**src/dfec_pkg.sv**
```systemverilog
// Package for the diagnostic frame escape codec.
// Holds the framing byte constants and the plan word passed from the front end to the
// back end. No dependencies.
package dfec_pkg;

   // Framing and escape bytes.
   localparam logic [7:0] FLAG_BYTE     = 8'h7E;
   localparam logic [7:0] ESC_BYTE      = 8'h7D;
   localparam logic [7:0] FLAG_ESC_CODE = 8'h5E;
   localparam logic [7:0] ESC_ESC_CODE  = 8'h5D;
   localparam logic [7:0] ESC_XOR       = 8'h20;
   localparam logic [7:0] ESC_COUNT_MAX = 8'hFF;

   // Most output bytes that one input word can produce.
   localparam int unsigned MAX_RUN = 4;

   // Mode codes.
   localparam logic MODE_ENCODE = 1'b0;
   localparam logic MODE_DECODE = 1'b1;

   // The output bytes that one input word produces, ready to be sent.
   typedef struct packed {
      logic [MAX_RUN-1:0][7:0]       run_bytes;
      logic [$clog2(MAX_RUN)-1:0]    last_idx;
      logic                          frame_end;
      logic                          dangling;
      logic [7:0]                    esc_count;
   } plan_type;

   // Write side of the plan queue.
   typedef struct packed {
      logic     push;
      plan_type plan;
   } queue_wr_type;

   // Read side of the plan queue.
   typedef struct packed {
      logic     not_empty;
      plan_type plan;
   } queue_rd_type;

endpackage

```
**src/dfec_front.sv**
```systemverilog
// Front end of the frame escape codec: accepts input words, keeps the decode escape
// state and turns each word into a plan of up to four output bytes. Uses dfec_pkg.
module dfec_front (
   input  logic                  clock,
   input  logic                  reset,
   input  logic                  req_valid,
   output logic                  req_ready,
   input  logic                  req_mode,
   input  logic [7:0]            req_data_byte,
   input  logic                  req_first_byte,
   input  logic                  req_last_byte,
   input  logic                  queue_full,
   output dfec_pkg::queue_wr_type queue_wr
);
   import dfec_pkg::*;

   logic       pending_ff, pending_in;
   logic [7:0] count_ff, count_in;
   logic       accept;

   assign req_ready = !queue_full;
   assign accept    = req_valid && req_ready;

   // Classify the word and build its output run.
   always_comb begin
      logic [2:0] n;
      logic       pend;
      logic [7:0] cnt;
      plan_type   p;

      n    = '0;
      pend = req_first_byte ? 1'b0 : pending_ff;
      cnt  = req_first_byte ? 8'd0 : count_ff;
      p    = '0;

      if (req_mode == MODE_ENCODE) begin
         if (req_first_byte) begin
            p.run_bytes[n[1:0]] = FLAG_BYTE;
            n = n + 3'd1;
         end
         if (req_data_byte == FLAG_BYTE || req_data_byte == ESC_BYTE) begin
            p.run_bytes[n[1:0]] = ESC_BYTE;
            n = n + 3'd1;
            p.run_bytes[n[1:0]] = (req_data_byte == FLAG_BYTE) ? FLAG_ESC_CODE
                                                               : ESC_ESC_CODE;
            n = n + 3'd1;
         end else begin
            p.run_bytes[n[1:0]] = req_data_byte;
            n = n + 3'd1;
         end
         if (req_last_byte) begin
            p.run_bytes[n[1:0]] = FLAG_BYTE;
            n = n + 3'd1;
            p.frame_end = 1'b1;
         end
      end else begin
         if (pend) begin
            pend = 1'b0;
            p.run_bytes[0] = req_data_byte ^ ESC_XOR;
            n = 3'd1;
         end else if (req_data_byte == FLAG_BYTE || req_data_byte == ESC_BYTE) begin
            pend = 1'b1;
            if (cnt != ESC_COUNT_MAX) begin
               cnt = cnt + 8'd1;
            end
         end else begin
            p.run_bytes[0] = req_data_byte;
            n = 3'd1;
         end
         if (req_last_byte) begin
            // A frame that ends on an escape yields one flagged, empty byte.
            if (n == 3'd0) begin
               p.run_bytes[0] = 8'd0;
               p.dangling     = 1'b1;
               n = 3'd1;
            end
            p.frame_end = 1'b1;
            p.esc_count = cnt;
            pend = 1'b0;
            cnt  = 8'd0;
         end
      end

      p.last_idx      = n[1:0] - 2'd1;
      pending_in      = pend;
      count_in        = cnt;
      queue_wr.plan   = p;
      queue_wr.push   = accept && (n != 3'd0);
   end

   // Decode escape state.
   always_ff @(posedge clock) begin
      if (reset) begin
         pending_ff <= 1'b0;
         count_ff   <= 8'd0;
      end else if (accept) begin
         pending_ff <= pending_in;
         count_ff   <= count_in;
      end
   end

endmodule

```
**src/dfec_queue.sv**
```systemverilog
// Short plan queue between the front and back ends of the frame escape codec.
// Register-based, one push and one pop per cycle. Uses dfec_pkg.
module dfec_queue #(
   parameter int unsigned QUEUE_DEPTH = 4
) (
   input  logic                   clock,
   input  logic                   reset,
   input  dfec_pkg::queue_wr_type queue_wr,
   input  logic                   pop,
   output logic                   full,
   output dfec_pkg::queue_rd_type queue_rd
);
   import dfec_pkg::*;

   localparam int unsigned PtrW = $clog2(QUEUE_DEPTH);
   localparam int unsigned CntW = $clog2(QUEUE_DEPTH + 1);

   plan_type            entry_ff [QUEUE_DEPTH];
   logic [PtrW-1:0]     wr_ptr_ff, wr_ptr_in;
   logic [PtrW-1:0]     rd_ptr_ff, rd_ptr_in;
   logic [CntW-1:0]     cnt_ff, cnt_in;
   logic                do_push, do_pop;

   assign full               = (cnt_ff == CntW'(QUEUE_DEPTH));
   assign queue_rd.not_empty = (cnt_ff != '0);
   assign queue_rd.plan      = entry_ff[rd_ptr_ff];
   assign do_push            = queue_wr.push && !full;
   assign do_pop             = pop && queue_rd.not_empty;

   // Pointer and fill count updates.
   always_comb begin
      wr_ptr_in = wr_ptr_ff;
      rd_ptr_in = rd_ptr_ff;
      cnt_in    = cnt_ff;
      if (do_push) begin
         wr_ptr_in = (wr_ptr_ff == PtrW'(QUEUE_DEPTH - 1)) ? '0 : wr_ptr_ff + 1'b1;
      end
      if (do_pop) begin
         rd_ptr_in = (rd_ptr_ff == PtrW'(QUEUE_DEPTH - 1)) ? '0 : rd_ptr_ff + 1'b1;
      end
      if (do_push && !do_pop) begin
         cnt_in = cnt_ff + 1'b1;
      end else if (do_pop && !do_push) begin
         cnt_in = cnt_ff - 1'b1;
      end
   end

   always_ff @(posedge clock) begin
      if (reset) begin
         wr_ptr_ff <= '0;
         rd_ptr_ff <= '0;
         cnt_ff    <= '0;
      end else begin
         wr_ptr_ff <= wr_ptr_in;
         rd_ptr_ff <= rd_ptr_in;
         cnt_ff    <= cnt_in;
      end
   end

   // Entry storage.
   always_ff @(posedge clock) begin
      if (do_push) begin
         entry_ff[wr_ptr_ff] <= queue_wr.plan;
      end
   end

endmodule

```
**src/dfec_back.sv**
```systemverilog
// Back end of the frame escape codec: steps through the head plan one byte per cycle,
// while the receiver keeps up, into the output register. Uses dfec_pkg.
module dfec_back (
   input  logic                   clock,
   input  logic                   reset,
   input  dfec_pkg::queue_rd_type queue_rd,
   output logic                   pop,
   output logic                   rsp_valid,
   input  logic                   rsp_ready,
   output logic [7:0]             rsp_out_byte,
   output logic                   rsp_run_last,
   output logic                   rsp_frame_end,
   output logic                   rsp_dangling_escape,
   output logic [7:0]             rsp_escapes_removed
);
   import dfec_pkg::*;

   logic                       valid_ff;
   logic [$clog2(MAX_RUN)-1:0] idx_ff, idx_in;
   logic [7:0]                 byte_ff, esc_ff;
   logic                       run_last_ff, frame_end_ff, dangling_ff;
   logic                       load, at_last;

   // Load a new word whenever the output register is free or being drained.
   assign load    = queue_rd.not_empty && (!valid_ff || rsp_ready);
   assign at_last = (idx_ff == queue_rd.plan.last_idx);
   assign pop     = load && at_last;
   assign idx_in  = at_last ? '0 : idx_ff + 1'b1;

   always_ff @(posedge clock) begin
      if (reset) begin
         valid_ff <= 1'b0;
         idx_ff   <= '0;
      end else begin
         if (load) begin
            valid_ff <= 1'b1;
            idx_ff   <= idx_in;
         end else if (rsp_ready) begin
            valid_ff <= 1'b0;
         end
      end
   end

   // Output payload; frame results go only on the last byte of a run.
   always_ff @(posedge clock) begin
      if (load) begin
         byte_ff      <= queue_rd.plan.run_bytes[idx_ff];
         run_last_ff  <= at_last;
         frame_end_ff <= at_last && queue_rd.plan.frame_end;
         dangling_ff  <= at_last && queue_rd.plan.dangling;
         esc_ff       <= at_last ? queue_rd.plan.esc_count : 8'd0;
      end
   end

   assign rsp_valid           = valid_ff;
   assign rsp_out_byte        = byte_ff;
   assign rsp_run_last        = run_last_ff;
   assign rsp_frame_end       = frame_end_ff;
   assign rsp_dangling_escape = dangling_ff;
   assign rsp_escapes_removed = esc_ff;

endmodule

```
**src/diag_frame_escape_codec.sv**
```systemverilog
// HDLC-style byte-stuffing codec for diagnostic frames. In encode mode each input word
// yields one to four output words (opening flag, stuffed byte pair, closing flag); in
// decode mode it yields zero or one. The front end takes one input word per cycle while
// the plan queue has room; the back end sends one output word per cycle while the receiver
// is ready. Plans wait in a QUEUE_DEPTH-entry queue, so input and output stall
// independently.
module diag_frame_escape_codec #(
   parameter int unsigned QUEUE_DEPTH = 4
) (
   input  logic       clock,
   input  logic       reset,
   input  logic       req_valid,
   output logic       req_ready,
   input  logic       req_mode,
   input  logic [7:0] req_data_byte,
   input  logic       req_first_byte,
   input  logic       req_last_byte,
   output logic       rsp_valid,
   input  logic       rsp_ready,
   output logic [7:0] rsp_out_byte,
   output logic       rsp_run_last,
   output logic       rsp_frame_end,
   output logic       rsp_dangling_escape,
   output logic [7:0] rsp_escapes_removed
);
   import dfec_pkg::*;

   queue_wr_type queue_wr;
   queue_rd_type queue_rd;
   logic         queue_full;
   logic         pop;

   dfec_front u_front (
      .clock          (clock),
      .reset          (reset),
      .req_valid      (req_valid),
      .req_ready      (req_ready),
      .req_mode       (req_mode),
      .req_data_byte  (req_data_byte),
      .req_first_byte (req_first_byte),
      .req_last_byte  (req_last_byte),
      .queue_full     (queue_full),
      .queue_wr       (queue_wr)
   );

   dfec_queue #(
      .QUEUE_DEPTH (QUEUE_DEPTH)
   ) u_queue (
      .clock    (clock),
      .reset    (reset),
      .queue_wr (queue_wr),
      .pop      (pop),
      .full     (queue_full),
      .queue_rd (queue_rd)
   );

   dfec_back u_back (
      .clock               (clock),
      .reset               (reset),
      .queue_rd            (queue_rd),
      .pop                 (pop),
      .rsp_valid           (rsp_valid),
      .rsp_ready           (rsp_ready),
      .rsp_out_byte        (rsp_out_byte),
      .rsp_run_last        (rsp_run_last),
      .rsp_frame_end       (rsp_frame_end),
      .rsp_dangling_escape (rsp_dangling_escape),
      .rsp_escapes_removed (rsp_escapes_removed)
   );

endmodule

```
**config.mk**
```make
export PLATFORM = sky130hd
export DESIGN_NAME = diag_frame_escape_codec
export DESIGN_NICKNAME = d
export VERILOG_FILES = /design/src/dfec_pkg.sv /design/src/dfec_front.sv /design/src/dfec_queue.sv /design/src/dfec_back.sv /design/src/diag_frame_escape_codec.sv
export SDC_FILE = /design/constraint.sdc
export NUM_CORES = 1
export LEC_CHECK = 0
export BUFFER_PORTS_ARGS = -buffer_cell sky130_fd_sc_hd__buf_4
export CORE_MARGIN = 5
export CORE_UTILIZATION = 39
export CTS_CLUSTER_SIZE = 28
export DETAILED_ROUTE_END_ITERATION = 8
export PLACE_DENSITY = 0.63
export SLEW_MARGIN = 20
export SYNTH_ARGS = -nofsm -noshare
export SYNTH_HDL_FRONTEND = slang
export SYNTH_SLANG_ARGS = --single-unit
```
**constraint.sdc**
```tcl
create_clock -name clock -period 5.96 [get_ports clock]
set_clock_uncertainty 0.1 [all_clocks]
set_input_delay 0.596 -clock clock [delete_from_list [all_inputs] [get_ports clock]]
set_output_delay 0.596 -clock clock [all_outputs]
set_load 0.02 [all_outputs]
```
* After elaboration in Yosys (flattened, before gate mapping) *
Memory sizes are Yosys's and may differ from the RTL's. A register that Yosys moved wholly into a read port is not among the register bits.
Cells that the tools add are included.
W data, S select, Z words.

operators by class
  multiplexer cells = 60
  add/subtract/negate cells = 10
  bitwise logic cells = 7
  eq/ne operators = 7
  magnitude comparators = 7
  reduce and logical (&&, ||, !) cells = 24

operators with widths
  cell                   number
  $mux W8                16
  $mux W32               3
  $bwmux W32             2
  $demux W8 S2           3
  $mux W3                11
  $mux W24               1
  $or A24 B24 Y24        1
  $or A6 B24 Y24         1
  $bmux W8 S2            1
  $eq A8 B7 Y1 const B   2
  $not A8 Y8             2
  $mux W1                14
  $logic_and A1 B1 Y1    13
  $add A3 B1 Y3 const B  4
  $lt A2 B3 Y1 const B   4
  $mux W2                6
  $mux W10               1
  $mux W9                1
  $add A8 B1 Y8 const B  1
  $and A2 B8 Y8          1
  $and A8 B8 Y8          1
  $ne A8 B8 Y1 const B   1
  $mux W7                1
  $add A2 B1 Y2 const B  3
  12 further kinds       21

word-level totals
  logic and storage cells = 128
  memory bits (writable) = 176
  memories kept = 1
  output and inout bits = 21
  input bits = 15
  register bits after elaboration = 38

memory list
  name              words  width  read ports  clocked after Yosys merged registers in  wr ports  line              source
  u_queue.entry_ff  4      44     1           1                                        1         dfec_queue.sv:18  plan_type entry_ff [QUEUE_DEPTH];

* Longest topological paths before layout *
Gate-level depths: netlist of the first run.

  depth in word-level cells = 16
  mapped depth = 17
  gate-level depth less buffers = 15

* Modules after synthesis *
A second synthesis of the first run with hierarchy kept.

unflattened totals
  cell total of the unflattened synthesis = 546
  area total of the unflattened synthesis = 9344.0 um^2

modules (own cells, without submodules)
  module      area each (um^2)  cells each  times used  seq. area each (um^2)
  dfec_queue  6856.6            280         1           5465.2
  dfec_front  1422.6            205         1           180.2
  dfec_back   1064.8            61          1           630.6

* Least setup slack after synthesis of the first run *
OpenSTA, ideal clock, no wires.

  path kind = input -> register
  start = input port req_data_byte[7]
  end = register u_queue.cnt_ff[2]
  cell stages on the path = 17
  setup time = 0.071 ns
  path buffers = 2
  data required time = 5.789 ns
  setup slack = 1.996 ns
  arrival time = 3.793 ns
  cell sequence = nand4b_2 or3_1 buf_6 ha_1 xor2_1 nand2_1 o31ai_1 ha_1 inv_1 o21a_1 clkbuf_1 ha_1 inv_1 fa_1 xor2_1 or3_1 a21oi_1

between the ends
  longest elaborated chain between the ends = 15
  elaborated cells on any way between the ends = 22
  those cells by class = 1 x add/sub; 2 x eq/ne; 10 x mux; 9 x reduce/logical

ends and longest elaborated chain
  what                                                   line                                source
  start, declared                                        diag_frame_escape_codec.sv:15       input logic [7:0] req_data_byte,
  $eq A8 B7 Y1                                           dfec_front.sv:41, dfec_front.sv:61
  $logic_or A1 B1 Y1 (*)                                 dfec_front.sv:41, dfec_front.sv:61
  branches (longest 6 deep; another with $add A3 B1 Y3)  -
  $mux W3 (*)                                            dfec_front.sv:36                    if (req_mode == MODE_ENCODE) begin
  $reduce_bool A3 Y1 (*)                                 dfec_front.sv:88                    queue_wr.push = accept && (n != 3'd0);
  $logic_and A1 B1 Y1 (*)                                dfec_front.sv:88
  $logic_and A1 B1 Y1 (*)                                dfec_queue.sv:27                    assign do_push = queue_wr.push && !full;
  net u_queue.do_push                                    dfec_queue.sv:22                    logic do_push, do_pop;
  $logic_not A1 Y1                                       dfec_queue.sv:43                    end else if (do_pop && !do_push) begin
  $logic_and A1 B1 Y1                                    dfec_queue.sv:43
  $reduce_bool A2 Y1 (no line)                           -
  end signal, assigned                                   dfec_queue.sv:56                    cnt_ff <= cnt_in;
  end, declared                                          dfec_queue.sv:21                    logic [CntW-1:0] cnt_ff, cnt_in;

Mark *: on every way through the listed nets, which the timed path passes. The select of a mux whose other input is x is not followed.
A chain may end at the register's enable or synchronous reset.

* Final worst setup path of the first run *
  start = input port req_data_byte[7]
  end = memory u_queue.entry_ff[2][21] (netlist bit) (enable)

between the ends
  longest elaborated chain between the ends = 14
  elaborated cells on any way between the ends = 19
  those cells by class = 1 x add/sub; 2 x eq/ne; 11 x mux; 5 x reduce/logical

ends and longest elaborated chain
  what                                                   line                                source
  $eq A8 B7 Y1                                           dfec_front.sv:41, dfec_front.sv:61
  $logic_or A1 B1 Y1 (*)                                 dfec_front.sv:41, dfec_front.sv:61
  branches (longest 6 deep; another with $add A3 B1 Y3)  -
  $mux W3 (*)                                            dfec_front.sv:36
  $reduce_bool A3 Y1 (*)                                 dfec_front.sv:88
  $logic_and A1 B1 Y1 (*)                                dfec_front.sv:88
  $logic_and A1 B1 Y1 (*)                                dfec_queue.sv:27
  $mux W1 (*)                                            dfec_queue.sv:62                    if (do_push) begin
  $mux W1 (not written as such) (*)                      dfec_queue.sv:63                    entry_ff[wr_ptr_ff] <= queue_wr.plan;
  end, declared                                          dfec_queue.sv:18

Mark *: on every way between the ends. The select of a mux whose other input is x is not followed.

==> impl_results.md, run 1 <==
- Largest area contributor in the netlist: edfxtp_1
- Dpl cells: between 700 and 800
- CTS tree: done
- Wire length per cell: roughly 20 microns
- Setup crit end kind: flop
- Area share of the largest cell type after synthesis: 61.38%
- Setup Fix Bufs, Post-CTS: 0
- Fin. Hold Viols: 0
- Setup_tns: 0 ps
- Final setup viols: 0
- Worst vdd ir: 0.1928 mV
- Worst setup SP type: input pin
- Num CTS Buffers: 17
- Synth-to-Final Area Change: 15.19%
- Period utilization: between 60% and 70%
- Global placer's final weighted congestion: 0.8421
- Vias: 4226
- Post-Synthesis Cells: 477
- 1st-pass router iterations: 6
- Synth Warn #: 0
- Min Clock Period, post-route: 3920 ps
- Row cnt: 50
- Synth cell types: 59
- Total global routing overflow: 0
- DRT Wirelength: 15.60 mm
- Initial antenna violation count: 0
- Final Power: 0.003605 W
- Total GRT Usage: 15.01%
- Worst-path clk slew: around 60 ps
- PD cells: approximately 420 nW/um^2
- Register area: a little under 5000 sq um
- Worst-path fanout max: 24
- Initial Util: roughly two fifths
- Core box area: 18710 sq um
- Clock root buffer: clkbuf_16
- Syn Nets: 505
- RSZ-0062 raised after global routing: no
- NumNets Final: 543
- Hold Path Class: in -> reg
- DIE AREA: ~22000 sq um
- Initial drt markers: 425
- FMAX: 0.2551 GHz
- Leak pwr: 2.962 nW
- Ratio of cells with drive above 1 in the final layout: between 20% and 30%
- Io pins: 36
- Top cells by area, synth: edfxtp_1, mux4_2, dfxtp_1
- Filler instances: 1586
- DRC Markers: 0
- Main flop type after synthesis: edfxtp_1
- Status: finished clean
- Worst Path Arrival: 3900 ps
- Worst Path Required: 5940 ps
- Worst setup path class: in -> reg
- Async set-or-reset flop fraction in the synthesized netlist: 0%
- H-tree Lvls: 4
- Synthesized flop and latch total: 172
- Hold_buf cts: 0
- Seq/Total Area, Yosys: roughly two thirds
- Number of synthesized flops with an enable pin: 151
- Clock buffer depth: 2
- Clk_lat worst skew: 420 ps
- First-pass GRT wire length: 24.98 mm
- Setup WS pre-CTS: 1613 ps
- Vias in the first global route: 4395
- Slew margin rel.: 35.06%
- Largest net degree at the start of global routing: 34
- Max-cap violation count: 0
- Clock Sinks: 172
- Syn avg cell area: 15.49 sq um
- Setup WS post-layout: 2040 ps
- Max Slew Vio Count: 0
- Number of diodes: 0
- Mapped Area: 7387 sq um
- Chip width: 147.6 microns
- Slew @ Worst Pin: 973.1 ps
- Finished Layout Cells: about 760
- DPL Wire Length: 10.07 mm
- Detail Route Antenna Nets: 0
- CTS resizes: 0
- Drt via density: 5.546
- Die height: 147.6 microns
- Area taken by multi-input logic gates: 2265 sq um
- PortBufs: 35
-- per-stage QoR --
step	hold WS (ps)	util, %	cell area, sq um
after floorplan	348.2	-	7387
after global placement	361.2	42.23	7900
after detailed placement	369.2	42.23	7900
after CTS	325.8	45.49	8509
after global routing	348.3	45.49	8509
final	343.5	45.49	8509
-- cells in the mapped netlist (all sizes together) (2+ instances only) --
cell type,count
nor4,5
and2,5
edfxtp,151
nand3,7
o31ai,4
nor2,22
or3,4
xnor2,9
buf,7
o211ai,3
o2111ai,2
xor2,3
and4,2
clkbuf,17
mux4,32
nor2b,5
mux2i,16
a31oi,4
nand4,3
a21o,2
ha,12
o22ai,2
dfxtp,21
or4,3
o21ai,19
nand4b,2
and3,16
mux2,2
a21oi,22
inv,17
nor3,6
nand2,33
nor3b,2
-- final timing paths --
path                                  startpoint                 endpoint  slack, ps  cells after the start
worst max-delay path            req_data_byte[7]  u_queue.entry_ff[2][21]       2040                     12
worst min-delay path                   rsp_ready         u_back.rsp_valid        340                      4
worst max register to register              flop        u_queue.cnt_ff[2]       2570                     10
worst min register to register  u_back.rsp_valid         u_back.rsp_valid        380                      2
-- where the power goes --
| part | leakage, nW | switching (W) | total, W | internal, W |
|---|---|---|---|---|
| Clock | 0.300 | 0.000428 | 0.00111 | 0.000684 |
| Sequential | 1.60 | 0.000110 | 0.00164 | 0.00153 |
| Combinational | 1.07 | 0.000466 | 0.000848 | 0.000383 |
| Total | 2.96 | 0.00100 | 0.00360 | 0.00260 |
-- area by class of cell --
class                           instances  area share, %
Inverter                               17         0.7499
Sequential cell                       172          58.24
Tap cell                              234          3.441
Timing Repair Buffer                   43          3.794
Clock buffer                           28          6.587
Clock inverter                          4         0.5734
Multi-Input combinational cell        264          26.61
-- placed cells by master (no fill, tap or decap), types with 3 or more instances in the layout --
cell type / count
edfxtp_1: 151
buf_4: 43
nand2_1: 33
mux4_2: 32
nor2_1: 22
a21oi_1: 22
dfxtp_1: 20
clkbuf_16: 20
inv_1: 16
and3_1: 16
mux2i_1: 16
o21ai_0: 13
ha_1: 12
xnor2_1: 9
nand3_1: 7
and2_1: 5
nor3_1: 5
nor2b_1: 5
o21ai_1: 5
clkbuf_1: 5
or3_1: 4
o31ai_1: 4
a31oi_1: 4
nand4_1: 3
nor4_1: 3
o211ai_1: 3
xor2_1: 3
clkbuf_8: 3
-- logic make-up (layout without fill, tap and decap cells) --
| logic type | count (synthesis) | in the layout | synth area share (%) |
|---|---|---|---|
| fa+ha+maj | 13 | 13 | 2.303 |
| mux | 50 | 50 | 12.23 |
| xor+xnor | 12 | 12 | 1.423 |
| flops | 172 | 172 | 67.07 |
| compound gates | 69 | 69 | 5.725 |
| buf+inv | 41 | 92 | 2.270 |
| simple gates | 120 | 120 | 8.977 |
-- metal layers --
metal	wire length, microns	global-route usage, %	share of wire (%)
met4	341	5.592	2.2
met1	6904	19.91	44
met5	0	0	0
met3	858	3.587	5.5
met2	7496	24.18	48
-- critical path: stages --
cell	delay [ps]
buf_4	130
nand4b_2	270
or3_1	580
ha_1	380
xor2_1	150
nand2_1	70
o31ai_1	150
ha_1	240
inv_1	50
o21a_1	250
and2_1	550
buf_4	460
-- registers in the layout, summed over array words and instances, names as in the netlist, named ones only --
name,flops
u_back.idx_ff,2
u_back.rsp_dangling_escape,1
u_back.rsp_escapes_removed,8
u_back.rsp_frame_end,1
u_back.rsp_out_byte,8
u_back.rsp_run_last,1
u_back.rsp_valid,1
u_front.count_ff,8
u_front.pending_ff,1
u_queue.cnt_ff,3
u_queue.entry_ff,132
u_queue.rd_ptr_ff,2
u_queue.wr_ptr_ff,2
No activity file was read; power rests on OpenSTA's default activity.
==> run 2, diff against run 1 <==
- PLACE_DENSITY: 0.63 -> 0.65
- clock period: 5.96 -> 3.58 ns (I/O delays scaled with it)
==> run 2 against run 1 <==
  * First-iteration DRC count decreased by 29%
  * Highest routed layer unchanged
  * Total power grew 67%
  * Non-clock buffer count increased by 9
  * Sequential share of layout area fell by 0.79 points
  * Final cell count rose by 1.2%
  * Die area stayed put
  * Critical path depth increased by 4
  * Critical endpoint is now u_queue.cnt_ff[2]
  * Register-to-register slack worse by 1900 ps
  * Sequential cell count stayed put
  * Sequential power up 62%
  * Routed wire length increased by 1.5%
  * Largest cell class unchanged
==> impl_results.md, run 2 (synthesized netlist as in run 1, its figures left out) <==
- Status: finished clean
- Initial Util: 39.49% (unchanged)
- Hold Path Class: in -> reg
- Worst Path Required: 3830 ps (-2110 ps)
- Clk_lat worst skew: 420 ps (about the same)
- Clock root buffer: clkbuf_16
- Min Clock Period, post-route: approximately 3200 ps
- Worst-path fanout max: 3 (-88%)
- Detail Route Antenna Nets: 0 (unchanged)
- RSZ-0062 raised after global routing: no
- Commonest non-fill, non-tap cell in the layout: edfxtp_1
- Most frequent cells in the layout: edfxtp_1, buf_4, nand2_1
- Clock buffer depth: 2 (unchanged)
- Core box area: 18710 sq um (unchanged)
- CTS tree: done
- Worst-path clk slew: 70 ps (about the same)
- Max Slew Vio Count: 0 (unchanged)
- PortBufs: 35 (unchanged)
- First-pass GRT wire length: 25.22 mm (+0.94%)
- Met1 wire length: 6.926 mm (+0.32%)
- Ratio of cells with drive above 1 in the final layout: 23.84% (+2.4 points)
- Drt via density: 5.547 (about the same)
- Final setup viols: 0 (unchanged)
- Wire length per cell: 20.54 microns (+0.33%)
- 1st-pass router iterations: 4 (-2)
- CTS resizes: 0 (unchanged)
- DIE AREA: 21790 sq um (unchanged)
- NumNets Final: 552 (+1.7%)
- Total GRT Usage: 15.30% (+0.28 points)
- DRC Markers: 0 (unchanged)
- Io pins: 36 (unchanged)
- Total global routing overflow: 0 (unchanged)
- Period utilization: 88.46%
- CP Cell Sequence: buf_4 > nand4b_4 > or3_1 > ha_1 > xor2_1 > nand2_1 > o31ai_1 > ha_1 > inv_1 > o21a_1 > ha_2 > inv_1 > fa_1 > xor2_1 > or3_1 > a21oi_1
- Chip width: 147.6 microns (unchanged)
- Worst setup path class: in -> reg
- CP max-delay cell: or3_1
- Met2 Routed Length: 7.754 mm (+3.4%)
- H-tree Lvls: 4 (unchanged)
- Fin. Hold Viols: 0 (unchanged)
- Worst setup SP type: input pin
- Met3 Wirelength: 886 microns (+3.3%)
- Number of flip-flops in the largest register: 132 (unchanged)
- Top reg by flops: u_queue.entry_ff
- Largest net degree at the start of global routing: 34 (unchanged)
- Top routing layer used: met4
- Worst vdd ir: 0.3496 mV (+81%)
- PD cells: 697.0 nW/um^2 (+65%)
- Row cnt: 50 (unchanged)
- Synth-to-Final Area Change: 16.79%
- Slew @ Worst Pin: 861.4 ps (-111.7 ps)
- Slew margin rel.: 42.45% (+7.4 points)
- Number of diodes: 0 (unchanged)
- DPL Wire Length: 9.943 mm (-1.2%)
- Die height: 147.6 microns (unchanged)
- Clock Sinks: 172 (unchanged)
- Hold_buf cts: 0 (unchanged)
- Global placer's final weighted congestion: 0.8505 (+1.0%)
- FMAX: between 0.3 and 0.4 GHz
- Setup crit end kind: flop
- Crit-path max cell delay: 390 ps (-190 ps)
- Setup_tns: 0 ps (unchanged)
- Vias in the first global route: 4331 (-1.5%)
- Max-cap violation count: 0 (unchanged)
- Leak pwr: 3.023 nW (+2.1%)
- Vias: 4277 (+1.2%)
- Worst Path Arrival: 3420 ps (-480 ps)
- Setup Fix Bufs, Post-CTS: 0 (unchanged)
- DRT Wirelength: 15.84 mm (+1.5%)
- Initial drt markers: 301 (-29%)
- Initial antenna violation count: 0 (unchanged)
- Num CTS Buffers: 17 (unchanged)
- Final Power: 0.006013 W (+67%)
run 2: cell types whose count changed in the layout (fill, tap and decap cells not counted), moves of 3 or more:
| cell | before | now |
|---|---|---|
| buf_12 | 0 | 4 |
| buf_4 | 43 | 48 |
| inv_4 | 0 | 3 |
| inv_6 | 0 | 3 |
| clkbuf_1 | 5 | 0 |
run 2: cell type report:
type,count,area [sq um]
Timing Repair Buffer,52,440.4
Clock buffer,21,503.0
Multi-Input combinational cell,264,2276
Tap cell,234,292.8
Clock inverter,11,95.09
Sequential cell,172,4956
Inverter,17,63.81
Fill cell,1600,10080
run 2: metal layers:
layer	vias to the layer above	track usage, %
li1	1948	-
met1	2178	20.21
met2	134	24.68
met3	17	4.292
met4	0	4.800
met5	-	0
run 2: through the flow:
step / util, % / cells / cell area, sq um / worst slack (ps) / hold WS [ps]
floorplan: - / 477 / 7408 / 64.20 / 336.0
global placement: 42.92 / 739 / 8029 / 124.1 / 358.2
detailed placement: 42.92 / 739 / 8029 / 22.09 / 371.5
CTS: 46.12 / 771 / 8627 / 454.2 / 76.40
global route: 46.12 / 771 / 8627 / 232.8 / 86.66
finish: 46.12 / 771 / 8627 / 413.0 / 99.99
run 2: final timing paths:
path                            depth (start not counted)  slack, ps                end        startpoint
worst min-delay path                                    4        100   u_back.rsp_valid         rsp_ready
worst min register to register                          2        380   u_back.rsp_valid  u_back.rsp_valid
worst max-delay path                                   16        410  u_queue.cnt_ff[2]  req_data_byte[7]
worst max register to register                         10        670  u_queue.cnt_ff[2]              flop
run 2: report_power, final:
| part | internal (W) | leakage (nW) | switching, W |
|---|---|---|---|
| combinational | 0.000673 | 1.13 | 0.000866 |
| clock | 0.00103 | 0.301 | 0.000784 |
| sequential | 0.00255 | 1.60 | 0.000113 |
run 2: worst max-delay path, delay by kind of cell:
| kind | cells | cell delay, ps |
|---|---|---|
| buffers and inverters | 3 | 230 |
| adder cells (fa/ha/maj) | 4 | 1140 |
| AO/OA/AOI/OAI | 3 | 420 |
| AND/OR/NAND/NOR | 4 | 940 |
| XOR/XNOR | 2 | 350 |
==> run 3, diff against run 2 <==
- SYNTH_HIERARCHICAL: unset -> 1
==> run 3 against run 2 <==
  * Register-to-register slack worse by 360 ps
  * Synthesized cell count up 14%
  * Clock-buffer cell count up 7
  * First-iteration DRC count up 13%
  * Non-clock buffer count up 11
  * Global-route usage down 1.6 points
  * Setup slack worse by 100 ps
  * Final cell count up 21%
  * Utilization down 0.19 points
  * Largest cell class unchanged
==> impl_results.md, run 3 <==
- Vias in the first global route: 5140 (+19%)
- Period utilization: 91.27% (+2.8 points)
- 1st-pass router iterations: 5 (+1)
- Setup Fix Bufs, Post-CTS: 0 (unchanged)
- Setup crit end kind: flop
- Reg2reg path depth: 12 (+2)
- Commonest non-fill, non-tap cell in the layout: edfxtp_1
- Finished Layout Cells: 932 (+21%)
- DRC Markers: 0 (unchanged)
- Synth cell types: 68 (+15%)
- Crit-path max cell delay: 440 ps (+50 ps)
- Worst setup SP type: flop
- PD cells: 691.4 nW/um^2 (-0.81%)
- Count leader, synth: edfxtp_1
- FMAX: 0.3061 GHz (-3.1%)
- Switching power: 0.001974 W (+12%)
- Crit. Startpoint: u_queue/cnt_ff[0]
- Clock buffer depth: 3 (+1)
- Reg power frac: 44.9% (+0.6 points)
- Status: finished clean
- Wire length per cell: 19.37 microns (-5.7%)
- Syn avg cell area: 17.11 sq um (+11%)
- Post-Synthesis Cells: 546 (+14%)
- Io pins: 36 (unchanged)
- RR Startpoint: u_queue/cnt_ff[0]
- Worst Path Arrival: 3580 ps (+160 ps)
- NumNets Final: 624 (+13%)
- Fin. Hold Viols: 0 (unchanged)
- Number of cells on the critical path: 12 (-4)
- Worst-path clk slew: 60 ps (about the same)
- Slew margin rel.: 33.73% (-8.7 points)
- CTS tree: done
- Delay-heaviest family, CP: simple AND/OR/NAND/NOR gates
- Min Clock Period, post-route: 3267 ps (+100.4 ps)
- Post-synth top cells: edfxtp_1, mux4_2, a21oi_1, dfxtp_1, nand2_1
- Hold Path Class: in -> reg
- DIE AREA: 27150 sq um (+25%)
- Seq/Total Area, Yosys: 67.17% (+0.093 points)
- Num CTS Buffers: 22 (+5)
- CTS resizes: 0 (unchanged)
- Clock Sinks: 216 (+26%)
- Total global routing overflow: 0 (unchanged)
- Buf+Inv Stages, Crit Path: 3 (unchanged)
- Net Sw Frac: 26.40% (-2.9 points)
- Max Slew Vio Count: 0 (unchanged)
- Top reg by flops: u_queue/entry_ff
- Most frequent cells in the layout: edfxtp_1, buf_4, mux4_2
- Logic pwr share: 23.8% (-1.8 points)
- RSZ-0062 raised after global routing: no
- Total GRT Usage: 13.66% (-1.6 points)
- Synth-to-Final Area Change: 15.72%
- DPL Wire Length: 11.89 mm (+20%)
- Largest net degree at the start of global routing: 35 (+2.9%)
- Dpl cells: 892 (+21%)
- Drt via density: 5.328 (-3.9%)
- Chip width: 164.8 microns (+12%)
- Number of diodes: 0 (unchanged)
- Main flop type after synthesis: edfxtp_1
- Die height: 164.8 microns (+12%)
- Clock root buffer: clkbuf_16
- First-pass GRT wire length: 28.81 mm (+14%)
- R2r setup slk: 310 ps (-360 ps)
- Async set-or-reset flop fraction in the synthesized netlist: 0% (unchanged)
- Initial Util: 39.69% (+0.20 points)
- Number of flip-flops in the largest register: 176 (+33%)
- Initial drt markers: 341 (+13%)
- CP Cell Sequence: or3b_1 > clkinv_4 > nand2b_1 > a21oi_4 > bufinv_8 > nor2_2 > ha_2 > inv_1 > fa_1 > xor2_1 > or3_1 > a21oi_1
- PortBufs: 35 (unchanged)
- Final core utilization: 45.93% (-0.19 points)
- Synth Warn #: 6 (+6)
- Final setup viols: 0 (unchanged)
- Leak pwr: 3.578 nW (+18%)
- Ratio of cells with drive above 1 in the final layout: 30.34% (+6.5 points)
- Setup_tns: 0 ps (unchanged)
- Reg2reg end: u_queue/cnt_ff[2]
- Vias: 4966 (+16%)
- Number of synthesized flops with an enable pin: 195 (+29%)
- Synthesized flop and latch total: 216 (+26%)
- P_int: 0.005502 W (+29%)
- Worst-path fanout max: 8 (+5)
- Clock share of power: 31.3% (+1.2 points)
- Max-cap violation count: 0 (unchanged)
- CP max-delay cell: dfxtp_1
- H-tree Lvls: 1 (-3)
- Mapped Area: 9344 sq um (+26%)
- Top cells by area, synth: edfxtp_1, mux4_2, dfxtp_1
- Clk_lat worst skew: 480 ps (+60 ps)
- Initial antenna violation count: 0 (unchanged)
- Core box area: 23540 sq um (+26%)
- Worst setup path class: reg -> reg
- Largest area contributor in the netlist: edfxtp_1
- Row cnt: 56 (+12%)
- Slew @ Worst Pin: 985.0 ps (+123.6 ps)
- Worst Path Required: 3900 ps (+70 ps)
- Worst vdd ir: 0.2837 mV (-19%)
- DRT Wirelength: 18.05 mm (+14%)
- Crit path to: u_queue/cnt_ff[2]
- Hold_buf cts: 0 (unchanged)
- Global placer's final weighted congestion: 0.8217 (-3.4%)
- Area share of the largest cell type after synthesis: 62.67% (+1.3 points)
- Detail Route Antenna Nets: 0 (unchanged)
run 3: worst min path at each step:
stage / from / end / slack (ps) / cells past startpoint
2_1_floorplan: reset / u_back/rsp_valid / 330 / 1
3_3_place_gp: u_queue/rd_ptr_ff[0] / flop / 380 / 2
3_5_place_dp: u_queue/rd_ptr_ff[0] / flop / 390 / 2
4_1_cts: reset / u_queue/cnt_ff[0] / 110 / 2
5_1_grt: req_last_byte / u_queue/entry_ff[2][9] / 120 / 1
6_report: req_last_byte / u_queue/entry_ff[2][9] / 130 / 1
run 3: final cells by class:
type | instances | area [sq um]
fill | 2032 | 12730
clock inverter | 12 | 157.7
multi-input combinational | 276 | 2774
inverter | 18 | 86.33
clock buffer | 28 | 594.3
sequential | 216 | 6279
tap | 319 | 399.1
timing repair buffer | 63 | 523.0
run 3: metal layers:
layer  vias to the layer above  global-route usage [%]  share of wire (%)
li1                       2265                       -                  -
met1                      2533                   18.65                 42
met2                       153                   23.46                 51
met3                        15                   1.647                5.6
met4                         0                   3.440                1.3
met5                         -                       0                  0
run 3: worst register-to-register path, cell delays in order (launching register included):
cell      delay, ps
dfxtp_1         440
or3b_1          330
clkinv_4        140
nand2b_1        340
a21oi_4         200
bufinv_8        200
nor2_2          140
ha_2            190
inv_1            70
fa_1            450
xor2_1          180
or3_1           300
a21oi_1         130
run 3: kinds of logic (layout without fill, tap and decap cells):
| family | after synthesis | in the layout | synth area share [%] |
|---|---|---|---|
| and+or+nand+nor | 118 | 118 | 7.780 |
| adders and majority gates | 12 | 12 | 1.687 |
| muxes | 57 | 57 | 13.16 |
| buffers and inverters | 56 | 121 | 3.803 |
| AOI/OAI and AO/OA | 79 | 79 | 5.705 |
| other | 1 | 3 | 0.04013 |
| xor gates and xnor gates | 7 | 7 | 0.6561 |
| DFF | 216 | 216 | 67.17 |
run 3: power groups by stage:
stage / Sequential (W) / Clock, W / Combinational (W)
after global placement: 0.00339 / 0 / 0.00178
final: 0.00336 / 0.00234 / 0.00178
after detailed placement: 0.00342 / 0 / 0.00181
after global routing: 0.00339 / 0.00250 / 0.00192
after floorplan: 0.00355 / 0 / 0.00110
after CTS: 0.00336 / 0.00239 / 0.00182
run 3: metrics by stage:
stage / worst slack (ps) / total power (W) / hold WS (ps) / instance area [sq um]
after global placement: 24.44 / 0.005168 / 376.0 / 10060
after floorplan: 15.21 / 0.004643 / 327.1 / 9403
after global routing: 85.08 / 0.007810 / 123.5 / 10810
after CTS: 308.5 / 0.007574 / 111.7 / 10810
after detailed placement: -85.62 / 0.005227 / 390.7 / 10060
final: 312.6 / 0.007476 / 132.9 / 10810
